[config.mk]
export PLATFORM = sky130hd
export DESIGN_NAME = nrm_front
export DESIGN_NICKNAME = d
export VERILOG_FILES = /design/src/rtl/core/nrm_pkg.sv /design/src/rtl/core/nrm_front.sv
export VERILOG_INCLUDE_DIRS = /design/src /design/src/rtl/core
export SDC_FILE = /design/constraint.sdc
export NUM_CORES = 1
export LEC_CHECK = 0
export BUFFER_PORTS_ARGS = -buffer_cell sky130_fd_sc_hd__buf_4
export CAP_MARGIN = 5
export CORE_MARGIN = 4
export CORE_UTILIZATION = 50
export DETAILED_ROUTE_END_ITERATION = 10
export PLACE_DENSITY = 0.83
export REMOVE_ABC_BUFFERS = 1
export SYNTH_ARGS = -nofsm -noshare
export SYNTH_HDL_FRONTEND = slang
export SYNTH_SLANG_ARGS = --single-unit
[constraint.sdc]
create_clock -name clk -period 9.15 [get_ports clk]
set_clock_uncertainty 0.1 [all_clocks]
set_input_delay 1.83 -clock clk [delete_from_list [all_inputs] [get_ports clk]]
set_output_delay 1.83 -clock clk [all_outputs]
set_load 0.05 [all_outputs]
[src/rtl/core/nearest_record_match_top_macros.svh]
// ----------------------------------------------------------------------------
// nearest_record_match_top_macros.svh
// Assertion macros shared by the nearest record match RTL.
// ----------------------------------------------------------------------------
`ifndef NEAREST_RECORD_MATCH_TOP_MACROS_SVH
`define NEAREST_RECORD_MATCH_TOP_MACROS_SVH

`ifndef SYNTHESIS
// Combinational invariant, checked at every clock edge out of reset.
`define NRM_ASSERT(lbl, expr, msg) \
  lbl: assert property (@(posedge clk) disable iff (!rst_n) (expr)) else $error(msg);
// Condition in one cycle implies a consequence in the next.
`define NRM_ASSERT_NEXT(lbl, pre, post, msg) \
  lbl: assert property (@(posedge clk) disable iff (!rst_n) (pre) |=> (post)) else $error(msg);
`else
`define NRM_ASSERT(lbl, expr, msg)
`define NRM_ASSERT_NEXT(lbl, pre, post, msg)
`endif

`endif

[src/rtl/core/nrm_pkg.sv]
// ----------------------------------------------------------------------------
// nrm_pkg
// Types, codes and constants of the nearest record match block.
// ----------------------------------------------------------------------------
package nrm_pkg;

  localparam int TABLE_DEPTH_DEF = 1024;

  // Command queue between front and back
  localparam int QDEPTH = 2;
  localparam int QAW    = 1;
  localparam int QCW    = 2;

  // Stream widths
  localparam int IN_TDATA_W  = 112;
  localparam int IN_TUSER_W  = 4;
  localparam int OUT_TDATA_W = 48;
  localparam int OUT_TUSER_W = 3;

  // Request codes
  localparam logic [1:0] REQ_LOAD  = 2'd0;
  localparam logic [1:0] REQ_QUERY = 2'd1;
  localparam logic [1:0] REQ_CLEAR = 2'd2;

  // Query kinds
  localparam logic [1:0] KIND_ELIGIBLE = 2'd0;
  localparam logic [1:0] KIND_STOP     = 2'd2;

  // Result status
  localparam logic [1:0] STAT_MAPPED     = 2'd0;
  localparam logic [1:0] STAT_NOT_MAPPED = 2'd1;
  localparam logic [1:0] STAT_SKIPPED    = 2'd2;
  localparam logic [1:0] STAT_STOPPED    = 2'd3;

  // Classified commands
  localparam logic [2:0] CMD_LOAD       = 3'd0;
  localparam logic [2:0] CMD_CLEAR      = 3'd1;
  localparam logic [2:0] CMD_QUERY_SCAN = 3'd2;
  localparam logic [2:0] CMD_QUERY_STOP = 3'd3;
  localparam logic [2:0] CMD_QUERY_SKIP = 3'd4;

  // Candidate record, last field in the lowest bits
  typedef struct packed {
    logic [31:0] y;
    logic [31:0] x;
    logic [19:0] off;
    logic        dir;
    logic [23:0] link;
  } cand_t;

  localparam int CAND_W = $bits(cand_t);

  typedef struct packed {
    logic [2:0] op;
    cand_t      rec;
  } cmd_t;

  typedef struct packed {
    logic [23:0] tol;
    logic [23:0] base;
  } cfg_t;

  typedef struct packed {
    logic        by_pos;
    logic [19:0] gap;
    logic [24:0] index;
    logic [1:0]  status;
  } res_t;

endpackage

[src/rtl/core/nrm_front.sv]
// ----------------------------------------------------------------------------
// nrm_front
// Accepts input transactions, classifies them and queues commands.
// ----------------------------------------------------------------------------
module nrm_front (
  input  logic                              clk,
  input  logic                              rst_n,
  input  logic                              in_valid,
  output logic                              in_ready,
  input  logic [nrm_pkg::IN_TUSER_W-1:0]    in_user,
  input  logic [nrm_pkg::IN_TDATA_W-1:0]    in_data,
  output logic                              head_valid,
  output nrm_pkg::cmd_t                     head,
  input  logic                              pop
);
  import nrm_pkg::*;

  cmd_t           q_mem_r [QDEPTH];
  logic [QAW-1:0] wr_ptr_r, wr_ptr_nxt;
  logic [QAW-1:0] rd_ptr_r, rd_ptr_nxt;
  logic [QCW-1:0] q_cnt_r, q_cnt_nxt;

  logic [1:0] req;
  logic [1:0] kind;
  logic       push;
  logic       drop;
  cmd_t       cmd;

  assign req  = in_user[1:0];
  assign kind = in_user[3:2];

  // Unused request code is accepted and dropped
  assign drop = (req != REQ_LOAD) && (req != REQ_QUERY) && (req != REQ_CLEAR);

  always_comb begin
    cmd.rec = cand_t'(in_data[CAND_W-1:0]);
    case (req)
      REQ_LOAD:  cmd.op = CMD_LOAD;
      REQ_CLEAR: cmd.op = CMD_CLEAR;
      REQ_QUERY: begin
        if (kind == KIND_STOP) begin
          cmd.op = CMD_QUERY_STOP;
        end else if (kind == KIND_ELIGIBLE) begin
          cmd.op = CMD_QUERY_SCAN;
        end else begin
          cmd.op = CMD_QUERY_SKIP;
        end
      end
      default:   cmd.op = CMD_CLEAR;
    endcase
  end

  assign in_ready   = (q_cnt_r != QCW'(QDEPTH));
  assign push       = in_valid && in_ready && !drop;
  assign head_valid = (q_cnt_r != '0);
  assign head       = q_mem_r[rd_ptr_r];

  always_comb begin
    wr_ptr_nxt = push ? wr_ptr_r + QAW'(1) : wr_ptr_r;
    rd_ptr_nxt = pop  ? rd_ptr_r + QAW'(1) : rd_ptr_r;
    q_cnt_nxt  = q_cnt_r;
    if (push && !pop) begin
      q_cnt_nxt = q_cnt_r + QCW'(1);
    end else if (pop && !push) begin
      q_cnt_nxt = q_cnt_r - QCW'(1);
    end
  end

  always_ff @(posedge clk) begin
    if (!rst_n) begin
      wr_ptr_r <= '0;
      rd_ptr_r <= '0;
      q_cnt_r  <= '0;
    end else begin
      wr_ptr_r <= wr_ptr_nxt;
      rd_ptr_r <= rd_ptr_nxt;
      q_cnt_r  <= q_cnt_nxt;
    end
  end

  always_ff @(posedge clk) begin
    if (push) begin
      q_mem_r[wr_ptr_r] <= cmd;
    end
  end

`include "nearest_record_match_top_macros.svh"

  `NRM_ASSERT(a_q_bound, q_cnt_r <= QCW'(QDEPTH), "command queue overflow")
  `NRM_ASSERT(a_pop_nonempty, !pop || head_valid, "pop from empty command queue")

endmodule

==> results of run 1 <==
## synthesized netlist by cell type
master / instances
o21ai_0: 1
or2_2: 1
a21o_1: 1
nor2b_1: 1
inv_1: 1
mux2i_1: 1
xor2_1: 2
and2_1: 4
xnor2_1: 1
a21boi_1: 1
buf_6: 8
nor3b_1: 1
mux2_2: 112
nand2b_1: 2
buf_2: 3
and3b_1: 1
or3_1: 1
edfxtp_1: 224
nand2_1: 2
dfxtp_1: 5
and3_1: 1
ha_1: 1
buf_4: 1
## worst paths after layout
| check | startpoint | end | slack [ps] | depth (start not counted) |
|---|---|---|---|---|
| worst min-delay path | wr_ptr_r | wr_ptr_r | 430 | 2 |
| worst min register to register | wr_ptr_r | wr_ptr_r | 430 | 2 |
| worst max-delay path | flip-flop | head[65] | 4530 | 3 |
| worst max register to register | q_cnt_r[0] | q_mem_r[0][79] | 5770 | 4 |
## worst max-delay path: stages, from the launching register on
cell and delay (ps):
dfxtp_4 530, buf_4 870, mux2_2 430, buf_4 190
## metal layers
metal / wire, um / share of wire / vias to the layer above / track usage
met1: 5670 / 0.36 / 2014 / 0.181
met5: 0 / 0 / - / 0
met3: 1620 / 0.10 / 32 / 0.0544
met4: 403 / 0.025 / 0 / 0.0538
li1: - / - / 1969 / -
met2: 8130 / 0.51 / 175 / 0.280
## sequential cells by signal (all words and copies together), names as in the netlist, named ones only
name,cells
rd_ptr_r,1
q_mem_r,224
q_cnt_r,2
wr_ptr_r,1
## area by class of cell
cell class                      count  area [sq um]  share of cell area
Sequential cell                   229          6830               0.626
Timing Repair Buffer              233          1750               0.160
Multi-Input combinational cell    134          1430               0.131
Clock buffer                       28           594              0.0545
Tap cell                          220           275              0.0252
Clock inverter                      7          28.8             0.00264
Inverter                            1          3.75            0.000344
## stage by stage
stage	power, W	std cells
6_report	0.00263	852
5_1_grt	0.00273	852
4_1_cts	0.00266	852
3_5_place_dp	0.00186	817
3_3_place_gp	0.00184	817
2_1_floorplan	0.00168	364
## cells by family (layout without fill, tap and decap cells)
| kind of cell | after synthesis | in the layout | share of synthesized area |
|---|---|---|---|
| adder cells (fa/ha/maj) | 1 | 1 | 0.00150 |
| AO/OA/AOI/OAI | 3 | 3 | 0.00239 |
| AND/OR/NAND/NOR | 14 | 14 | 0.0103 |
| multiplexers | 113 | 113 | 0.152 |
| flip-flops | 229 | 229 | 0.817 |
| XOR/XNOR | 3 | 3 | 0.00314 |
| buffers and inverters | 13 | 269 | 0.0139 |
## power groups by stage
stage	sequential, W	combinational [W]	clock (W)
5_1_grt	0.00128	0.000579	0.000867
6_report	0.00128	0.000553	0.000799
3_5_place_dp	0.00130	0.000558	0
4_1_cts	0.00128	0.000560	0.000822
2_1_floorplan	0.00131	0.000370	0
3_3_place_gp	0.00129	0.000551	0
==> impl_metrics.env, run 1 <==
export IMPL_die_w_um=137
export IMPL_finalSetupViolCount=0
export IMPL_relSlewSlack=0.154
export IMPL_layout_commonest_cell="buf_4"
export IMPL_switching_share=0.280
export IMPL_drtIter0Drc=222
export IMPL_crit_path_start_kind="flip-flop"
export IMPL_seqPwrFrac=0.485
export IMPL_hold_viol=0
export IMPL_firstDrtPassIters=4
export IMPL_tightest_slew_ps=1270
export IMPL_wirelength_mm=15.8
export IMPL_yosysSeqAreaShare=0.817
export IMPL_synth_area_per_cell_sq_um=22.2
export IMPL_drive_above_1_share=0.592
export IMPL_start_util=0.508
export IMPL_placed_cell_area_sq_um=10300
export IMPL_cts_max_path_buffers=3
export IMPL_holdCritPathClass="flip-flop to flip-flop"
export IMPL_critPathMaxFanout=90
export IMPL_path_clk_slew_ps=60
export IMPL_finalNetCount=743
export IMPL_ys_ff_latch=229
export IMPL_grt_max_degree=91
export IMPL_grt_pass1_vias=4507
export IMPL_post_cts_resized=0
export IMPL_ir_worst_vdd_mv=0.175
export IMPL_syn_area_sq_um=8360
export IMPL_final_min_clock_period_ps=4620
export IMPL_drc=0
export IMPL_pre_cts_ws_ps=4320
export IMPL_wl_per_cell_um=18.6
export IMPL_maxCapViolCount=0
export IMPL_hold_buffers=0
export IMPL_vias=4190
export IMPL_p_clk_frac=0.304
export IMPL_final_antenna_net_count=0
export IMPL_globalRouteTotalUtil=0.159
export IMPL_synth_cell_types=23
export IMPL_rsz0062_at_grt="no"
export IMPL_setup_tns_ps=0
export IMPL_p_sw_w=0.000737
export IMPL_power_density_nw_per_um2=241
export IMPL_antenna_found_initial=0
export IMPL_grt_pass1_wl_mm=23.3
export IMPL_port_buffers=230
export IMPL_cts_root_buf="clkbuf_16"
export IMPL_dp_hpwl_mm=10.6
export IMPL_row_count=47
export IMPL_p_comb_frac=0.211
export IMPL_clock_latency_ps=490
export IMPL_design_die_area_sq_um=18900
export IMPL_fillers=1100
export IMPL_ios=234
export IMPL_htreeDepth=1
export IMPL_critPathArrivalTime_ps=2690
export IMPL_yosys_top_cells_area="edfxtp_1 80%, mux2_2 15%, dfxtp_1 1.2%, buf_6 1.1%, and2_1 0.30%"
export IMPL_antenna_cells=0
export IMPL_internal_power_w=0.00189
export IMPL_grt_overflow_total=0
export IMPL_setup_ws_ps=4530
export IMPL_cts_buffers=23
export IMPL_die_y_um=137
export IMPL_gp_congestion=0.713
export IMPL_fp_coreArea_sq_um=16500
export IMPL_layout_common_cells="233 x buf_4, 224 x edfxtp_1, 112 x mux2_2"
export IMPL_vias_per_cell=4.92
export IMPL_status="finished clean"
export IMPL_fmax_mhz=216
export IMPL_cts_tree="done"
export IMPL_cts_sinks=229
export IMPL_p_leak_nw=4.05
export IMPL_synth_top_cell_by_area="edfxtp_1"
export IMPL_period_share=0.505
export IMPL_syn2layout_area_growth_pct=30.5
export IMPL_syn_instance_count=376
export IMPL_worstSetupPathType="flip-flop to output pin"
export IMPL_synth_top_area_frac=0.805
export IMPL_drv_slew=0
export IMPL_holdWs_ps=429
export IMPL_ys_warn_count=0
export IMPL_endpoint_kind="output pin"
export IMPL_cp_required_ps=7220
export IMPL_final_area_sq_um=10900
export IMPL_final_core_util=0.662
export IMPL_post_cts_buffers=0
Note: power is estimated with default switching activity, not from simulation.
==> run 2, diff against run 1 <==
--- a/config.mk
+++ b/config.mk
@@ -6,12 +6,13 @@
 export SDC_FILE = /design/constraint.sdc
 export NUM_CORES = 1
 export LEC_CHECK = 0
+export ABC_AREA = 1
 export BUFFER_PORTS_ARGS = -buffer_cell sky130_fd_sc_hd__buf_4
 export CAP_MARGIN = 5
 export CORE_MARGIN = 4
-export CORE_UTILIZATION = 50
+export CORE_UTILIZATION = 47
 export DETAILED_ROUTE_END_ITERATION = 10
-export PLACE_DENSITY = 0.83
+export PLACE_DENSITY = 0.82
 export REMOVE_ABC_BUFFERS = 1
 export SYNTH_ARGS = -nofsm -noshare
 export SYNTH_HDL_FRONTEND = slang
==> constraint.sdc (replaced) <==
create_clock -name clk -period 3.77 [get_ports clk]
set_clock_uncertainty 0.1 [all_clocks]
set_input_delay 0.754 -clock clk [delete_from_list [all_inputs] [get_ports clk]]
set_output_delay 0.754 -clock clk [all_outputs]
set_load 0.05 [all_outputs]
==> run 2 against run 1 <==
Compared with the run above:
- sequential power up 140%
- synthesized area about the same
- via count rose by 2.6%
- non-clock buffer count increased by 2
- worst hold slack got worse by 76 ps
- first-iteration DRC count fell by 32%
- clock power grew to 2.6 times the previous value
- critical path depth stayed put
- largest cell class unchanged
- flip-flop and latch count stayed put
==> impl_metrics.env, run 2 <==
export IMPL_globalRouteTotalUtil=0.156
export IMPL_row_count=48
export IMPL_syn2layout_area_growth_pct=32.1
export IMPL_cts_tree="done"
export IMPL_worstSetupPathDepth=3
export IMPL_grt_pass1_wl_mm=25.0
export IMPL_finalNetCount=761
export IMPL_synth_adder_area_share=0.00150
export IMPL_p_clk_frac=0.338
export IMPL_synth_edff_count=224
export IMPL_path_clk_slew_ps=60
export IMPL_syn_area_sq_um=8360
export IMPL_critPathSlowestCell="dfxtp_4"
export IMPL_synth_compound_area_share=0.00120
export IMPL_critPathMaxFanout=46
export IMPL_switching_share=0.256
export IMPL_fp_coreArea_sq_um=17400
export IMPL_maxCapViolCount=0
export IMPL_ios=234
export IMPL_die_y_um=141
export IMPL_synth_cell_types=14
export IMPL_antenna_found_initial=0
export IMPL_start_util=0.482
export IMPL_synthMuxAreaShare=0.151
export IMPL_reg_top3="q_mem_r: 224 flops, q_cnt_r: 2 flops"
export IMPL_tightest_slew_ps=913
export IMPL_gp_congestion=0.753
export IMPL_stdcell_count=880
export IMPL_synth_ff_type="edfxtp_1"
export IMPL_setup_tns_ps=0
export IMPL_ys_ff_latch=229
export IMPL_firstDrtPassIters=5
export IMPL_ir_worst_vdd_mv=0.419
export IMPL_port_buffers=230
export IMPL_rsz0062_at_grt="no"
export IMPL_cpMostUsedCell="buf_4"
export IMPL_cp_required_ps=2920
export IMPL_clock_latency_ps=480
export IMPL_p_sw_w=0.00159
export IMPL_ys_warn_count=0
export IMPL_synth_common_cells="224 x edfxtp_1, 112 x mux2_2, 14 x nand2_1"
export IMPL_crit_path_start_kind="flip-flop"
export IMPL_final_core_util=0.636
export IMPL_yosys_top_cells_area="edfxtp_1 80%, mux2_2 15%, dfxtp_1 1.2%, buf_6 1.1%, nand2_1 0.63%"
export IMPL_final_area_sq_um=11000
export IMPL_synth_top_family_by_area="multiplexers"
export IMPL_syn_instance_count=392
export IMPL_post_cts_resized=0
export IMPL_cpPeakStageDelay_ps=750
export IMPL_dp_hpwl_mm=10.6
export IMPL_synth_simple_area_share=0.0123
export IMPL_relSlewSlack=0.391
export IMPL_p_leak_nw=4.13
export IMPL_cts_buffers=23
export IMPL_grt_max_degree=114
export IMPL_p_comb_frac=0.173
export IMPL_path_cells="buf_4, mux2_2, buf_4"
export IMPL_vias=4297
export IMPL_internal_power_w=0.00463
export IMPL_hold_viol=0
export IMPL_synthArstFlopShare=0
export IMPL_whs_path_depth=1
export IMPL_holdCritPathClass="input port to flip-flop"
export IMPL_period_share=0.812
export IMPL_cts_max_path_buffers=3
export IMPL_synth_top_cell_by_area="edfxtp_1"
export IMPL_worstSetupPathType="flip-flop to output pin"
export IMPL_drive_above_1_share=0.577
export IMPL_power_density_nw_per_um2=564
export IMPL_critPathArrivalTime_ps=2210
export IMPL_drc=0
export IMPL_synth_xor_area_share=0
export IMPL_die_w_um=141
export IMPL_hold_buffers=0
export IMPL_placed_cell_area_sq_um=10300
export IMPL_power_total_w=0.00623
export IMPL_design_die_area_sq_um=20000
export IMPL_seqPwrFrac=0.488
export IMPL_drv_slew=0
export IMPL_vias_per_cell=4.88
export IMPL_htreeDepth=1
export IMPL_largest_register_ffs=224
export IMPL_wl_per_cell_um=18.1
export IMPL_yosysSeqAreaShare=0.816
export IMPL_dpl_cell_count=840
export IMPL_drtIter0Drc=150
export IMPL_status="finished clean"
export IMPL_endpoint_kind="output pin"
export IMPL_cts_root_buf="clkbuf_16"
export IMPL_layout_commonest_cell="buf_4"
export IMPL_path_buf_inv=2
export IMPL_crit_family="flip-flops"
export IMPL_wirelength_mm=15.9
export IMPL_reg2regPathDepth=5
export IMPL_synth_top_area_frac=0.804
export IMPL_grt_overflow_total=0
export IMPL_yosysMostFrequentCell="edfxtp_1"
export IMPL_finalSetupViolCount=0
export IMPL_fmax_mhz=327
export IMPL_cts_sinks=229
export IMPL_final_min_clock_period_ps=3060
export IMPL_synth_area_per_cell_sq_um=21.3
export IMPL_regMostFlops="q_mem_r"
export IMPL_layout_common_cells="233 x buf_4, 224 x edfxtp_1, 112 x mux2_2"
export IMPL_grt_pass1_vias=4791
export IMPL_final_antenna_net_count=0
export IMPL_post_cts_buffers=0
export IMPL_antenna_cells=0
## run 2: power by group through the flow
| stage | sequential, W | combinational (W) | clock [W] |
|---|---|---|---|
| finish | 0.00304 | 0.00108 | 0.00211 |
| global route | 0.00306 | 0.00113 | 0.00229 |
| CTS | 0.00304 | 0.00109 | 0.00217 |
| detailed placement | 0.00310 | 0.00109 | 0 |
| global placement | 0.00308 | 0.00107 | 0 |
| floorplan | 0.00312 | 0.000706 | 0 |
## run 2: cell type report
class | instances | area [sq um]
repair buffers | 235 | 1790
flip-flops and latches | 229 | 6830
clock buffers | 32 | 619
fillers | 1226 | 6310
multi-input cells | 141 | 1400
well taps | 225 | 282
clock inverters | 8 | 85.1
inverters | 10 | 37.5
## run 2: logic make-up (layout without fill, tap and decap cells)
group                    count (synthesis)  after routing
multiplexers                           112            112
AO/OA/AOI/OAI                            2              2
buffers and inverters                   22            285
adder cells (fa/ha/maj)                  1              1
flip-flops                             229            229
AND/OR/NAND/NOR                         26             26
## run 2: final timing paths
kind / from / to / slack, ps
worst max-delay path: flip-flop / head[110] / 710
worst min-delay path: in_data[5] / q_mem_r[0][5] / 350
worst max register to register: q_cnt_r[0] / q_mem_r[0][85] / 1530
worst min register to register: rd_ptr_r / flip-flop / 400
## run 2: routing by layer
layer	GRT usage	wire (um)
met5	0	0
met4	0.0394	294
met3	0.0428	1310
met2	0.282	8410
met1	0.185	5890
## run 2: per-stage QoR
stage	hold slack, ps	worst slack (ps)
CTS	332	651
detailed placement	384	1120
finish	353	711
floorplan	363	-2610
global route	322	565
global placement	378	1170
==> run 3, diff against run 2 <==
--- a/config.mk
+++ b/config.mk
@@ -6,13 +6,13 @@
 export SDC_FILE = /design/constraint.sdc
 export NUM_CORES = 1
 export LEC_CHECK = 0
-export ABC_AREA = 1
+export ABC_AREA = 0
 export BUFFER_PORTS_ARGS = -buffer_cell sky130_fd_sc_hd__buf_4
 export CAP_MARGIN = 5
 export CORE_MARGIN = 4
-export CORE_UTILIZATION = 47
+export CORE_UTILIZATION = 50
 export DETAILED_ROUTE_END_ITERATION = 10
-export PLACE_DENSITY = 0.82
+export PLACE_DENSITY = 0.83
 export REMOVE_ABC_BUFFERS = 1
 export SYNTH_ARGS = -nofsm -noshare
 export SYNTH_HDL_FRONTEND = slang
==> constraint.sdc (replaced) <==
create_clock -name clk -period 2.97 [get_ports clk]
set_clock_uncertainty 0.1 [all_clocks]
set_input_delay 0.594 -clock clk [delete_from_list [all_inputs] [get_ports clk]]
set_output_delay 0.594 -clock clk [all_outputs]
set_load 0.05 [all_outputs]
==> run 3 against run 2 <==
Compared with the run above:
- die area fell by 5.7%
- register-to-register slack got worse by 600 ps
- core utilization rose by 3.3 points
- largest cell class unchanged
- wire length fell by 0.26%
- total power rose by 32%
- clock power rose by 21%
- worst setup slack got worse by 510 ps
==> impl_metrics.env, run 3 (synthesized netlist as in run 1, its figures left out) <==
export IMPL_worstSetupPathType="flip-flop to output pin"
export IMPL_gp_congestion=0.718
export IMPL_critPathArrivalTime_ps=2070
export IMPL_cts_tree="done"
export IMPL_cts_buffers=23
export IMPL_post_cts_resized=0
export IMPL_clock_latency_ps=480
export IMPL_holdWs_ps=190
export IMPL_path_clk_slew_ps=60
export IMPL_tightest_slew_ps=624
export IMPL_globalRouteTotalUtil=0.161
export IMPL_largest_register_ffs=224
export IMPL_final_min_clock_period_ps=2760
export IMPL_cts_max_path_buffers=3
export IMPL_grt_pass1_wl_mm=23.4
export IMPL_period_share=0.931
export IMPL_port_buffers=230
export IMPL_ios=234
export IMPL_holdCritPathClass="input port to flip-flop"
export IMPL_cts_root_buf="clkbuf_16"
export IMPL_drive_above_1_share=0.596
export IMPL_cts_sinks=229
export IMPL_firstDrtPassIters=4
export IMPL_drc=0
export IMPL_design_die_area_sq_um=18900
export IMPL_setup_tns_ps=0
export IMPL_antenna_cells=0
export IMPL_finalNetCount=746
export IMPL_power_density_nw_per_um2=745
export IMPL_ir_worst_vdd_mv=0.490
export IMPL_status="finished clean"
export IMPL_fp_coreArea_sq_um=16500
export IMPL_vias=4285
export IMPL_maxCapViolCount=0
export IMPL_dp_hpwl_mm=10.7
export IMPL_row_count=47
export IMPL_hold_viol=0
export IMPL_syn2layout_area_growth_pct=31.8
export IMPL_endpoint_kind="output pin"
export IMPL_reg_top3="q_mem_r: 224 flops, q_cnt_r: 2 flops"
export IMPL_htreeDepth=1
export IMPL_drv_slew=0
export IMPL_wirelength_mm=15.9
export IMPL_crit_path_start_kind="flip-flop"
export IMPL_critPathMaxFanout=48
export IMPL_die_w_um=137
export IMPL_hold_buffers=0
export IMPL_layout_common_cells="232 x buf_4, 224 x edfxtp_1, 112 x mux2_2"
export IMPL_relSlewSlack=0.584
export IMPL_drtIter0Drc=166
export IMPL_fmax_mhz=362
export IMPL_grt_overflow_total=0
export IMPL_fillers=1121
export IMPL_grt_max_degree=70
export IMPL_wl_per_cell_um=18.5
export IMPL_vias_per_cell=5.01
export IMPL_final_antenna_net_count=0
export IMPL_antenna_found_initial=1
export IMPL_p_leak_nw=4.09
export IMPL_rsz0062_at_grt="no"
export IMPL_layout_commonest_cell="buf_4"
export IMPL_regMostFlops="q_mem_r"
export IMPL_finalSetupViolCount=0
export IMPL_post_cts_buffers=0
export IMPL_grt_pass1_vias=4593
export IMPL_cp_required_ps=2280
export IMPL_die_y_um=137
export IMPL_start_util=0.508
[run 3: changes by cell type in the layout (fill, tap and decap cells not counted), sizes merged, moves of 2 or more]
cell,delta
xor2,+2
and2,+4
nand3,-2
nor2,-9
nand2b,+2
nand2,-12
clkbuf,-4
inv,-8
[run 3: worst paths after layout]
path              slack (ps)         endpoint        start  cells after the start
setup reg to reg         930  q_mem_r[0][108]   q_cnt_r[0]                      4
setup / recovery         210         head[90]    flip-flop                      3
hold / removal           190   q_mem_r[0][30]  in_data[30]                      1
hold reg to reg          420         wr_ptr_r     wr_ptr_r                      2
[run 3: cell type report]
cell class | count | area (sq um) | area share
Tap cell | 220 | 275 | 0.0250
Clock buffer | 28 | 594 | 0.0540
Sequential cell | 229 | 6830 | 0.620
Inverter | 1 | 3.75 | 0.000341
Multi-Input combinational cell | 134 | 1430 | 0.129
Clock inverter | 8 | 63.8 | 0.00579
Timing Repair Buffer | 236 | 1820 | 0.165
[run 3: critical path, cell delays in order (launching register included)]
cell and delay, ps:
dfxtp_4 650, buf_12 300, mux2_2 390, buf_4 190
[run 3: through the flow]
stage,util,power [W],cells,setup WS [ps],cell area [sq um]
3_3_place_gp,0.629,0.00569,820,708,10400
3_5_place_dp,0.629,0.00574,820,693,10400
6_report,0.669,0.00821,856,205,11000
5_1_grt,0.669,0.00854,856,114,11000
2_1_floorplan,-,0.00518,364,-3800,8250
4_1_cts,0.669,0.00831,856,163,11000
[run 3: metal layers]
layer / part of all wire / GRT usage
met2: 0.54 / 0.296
met4: 0.023 / 0.0521
met1: 0.34 / 0.173
met5: 0.00082 / 0
met3: 0.096 / 0.0551
[run 3: power breakdown]
part           switching (W)  total (W)  internal [W]
registers          0.0000775    0.00393       0.00385
logic                0.00113    0.00173      0.000592
clock network        0.00106    0.00255       0.00149
total                0.00227    0.00821       0.00594
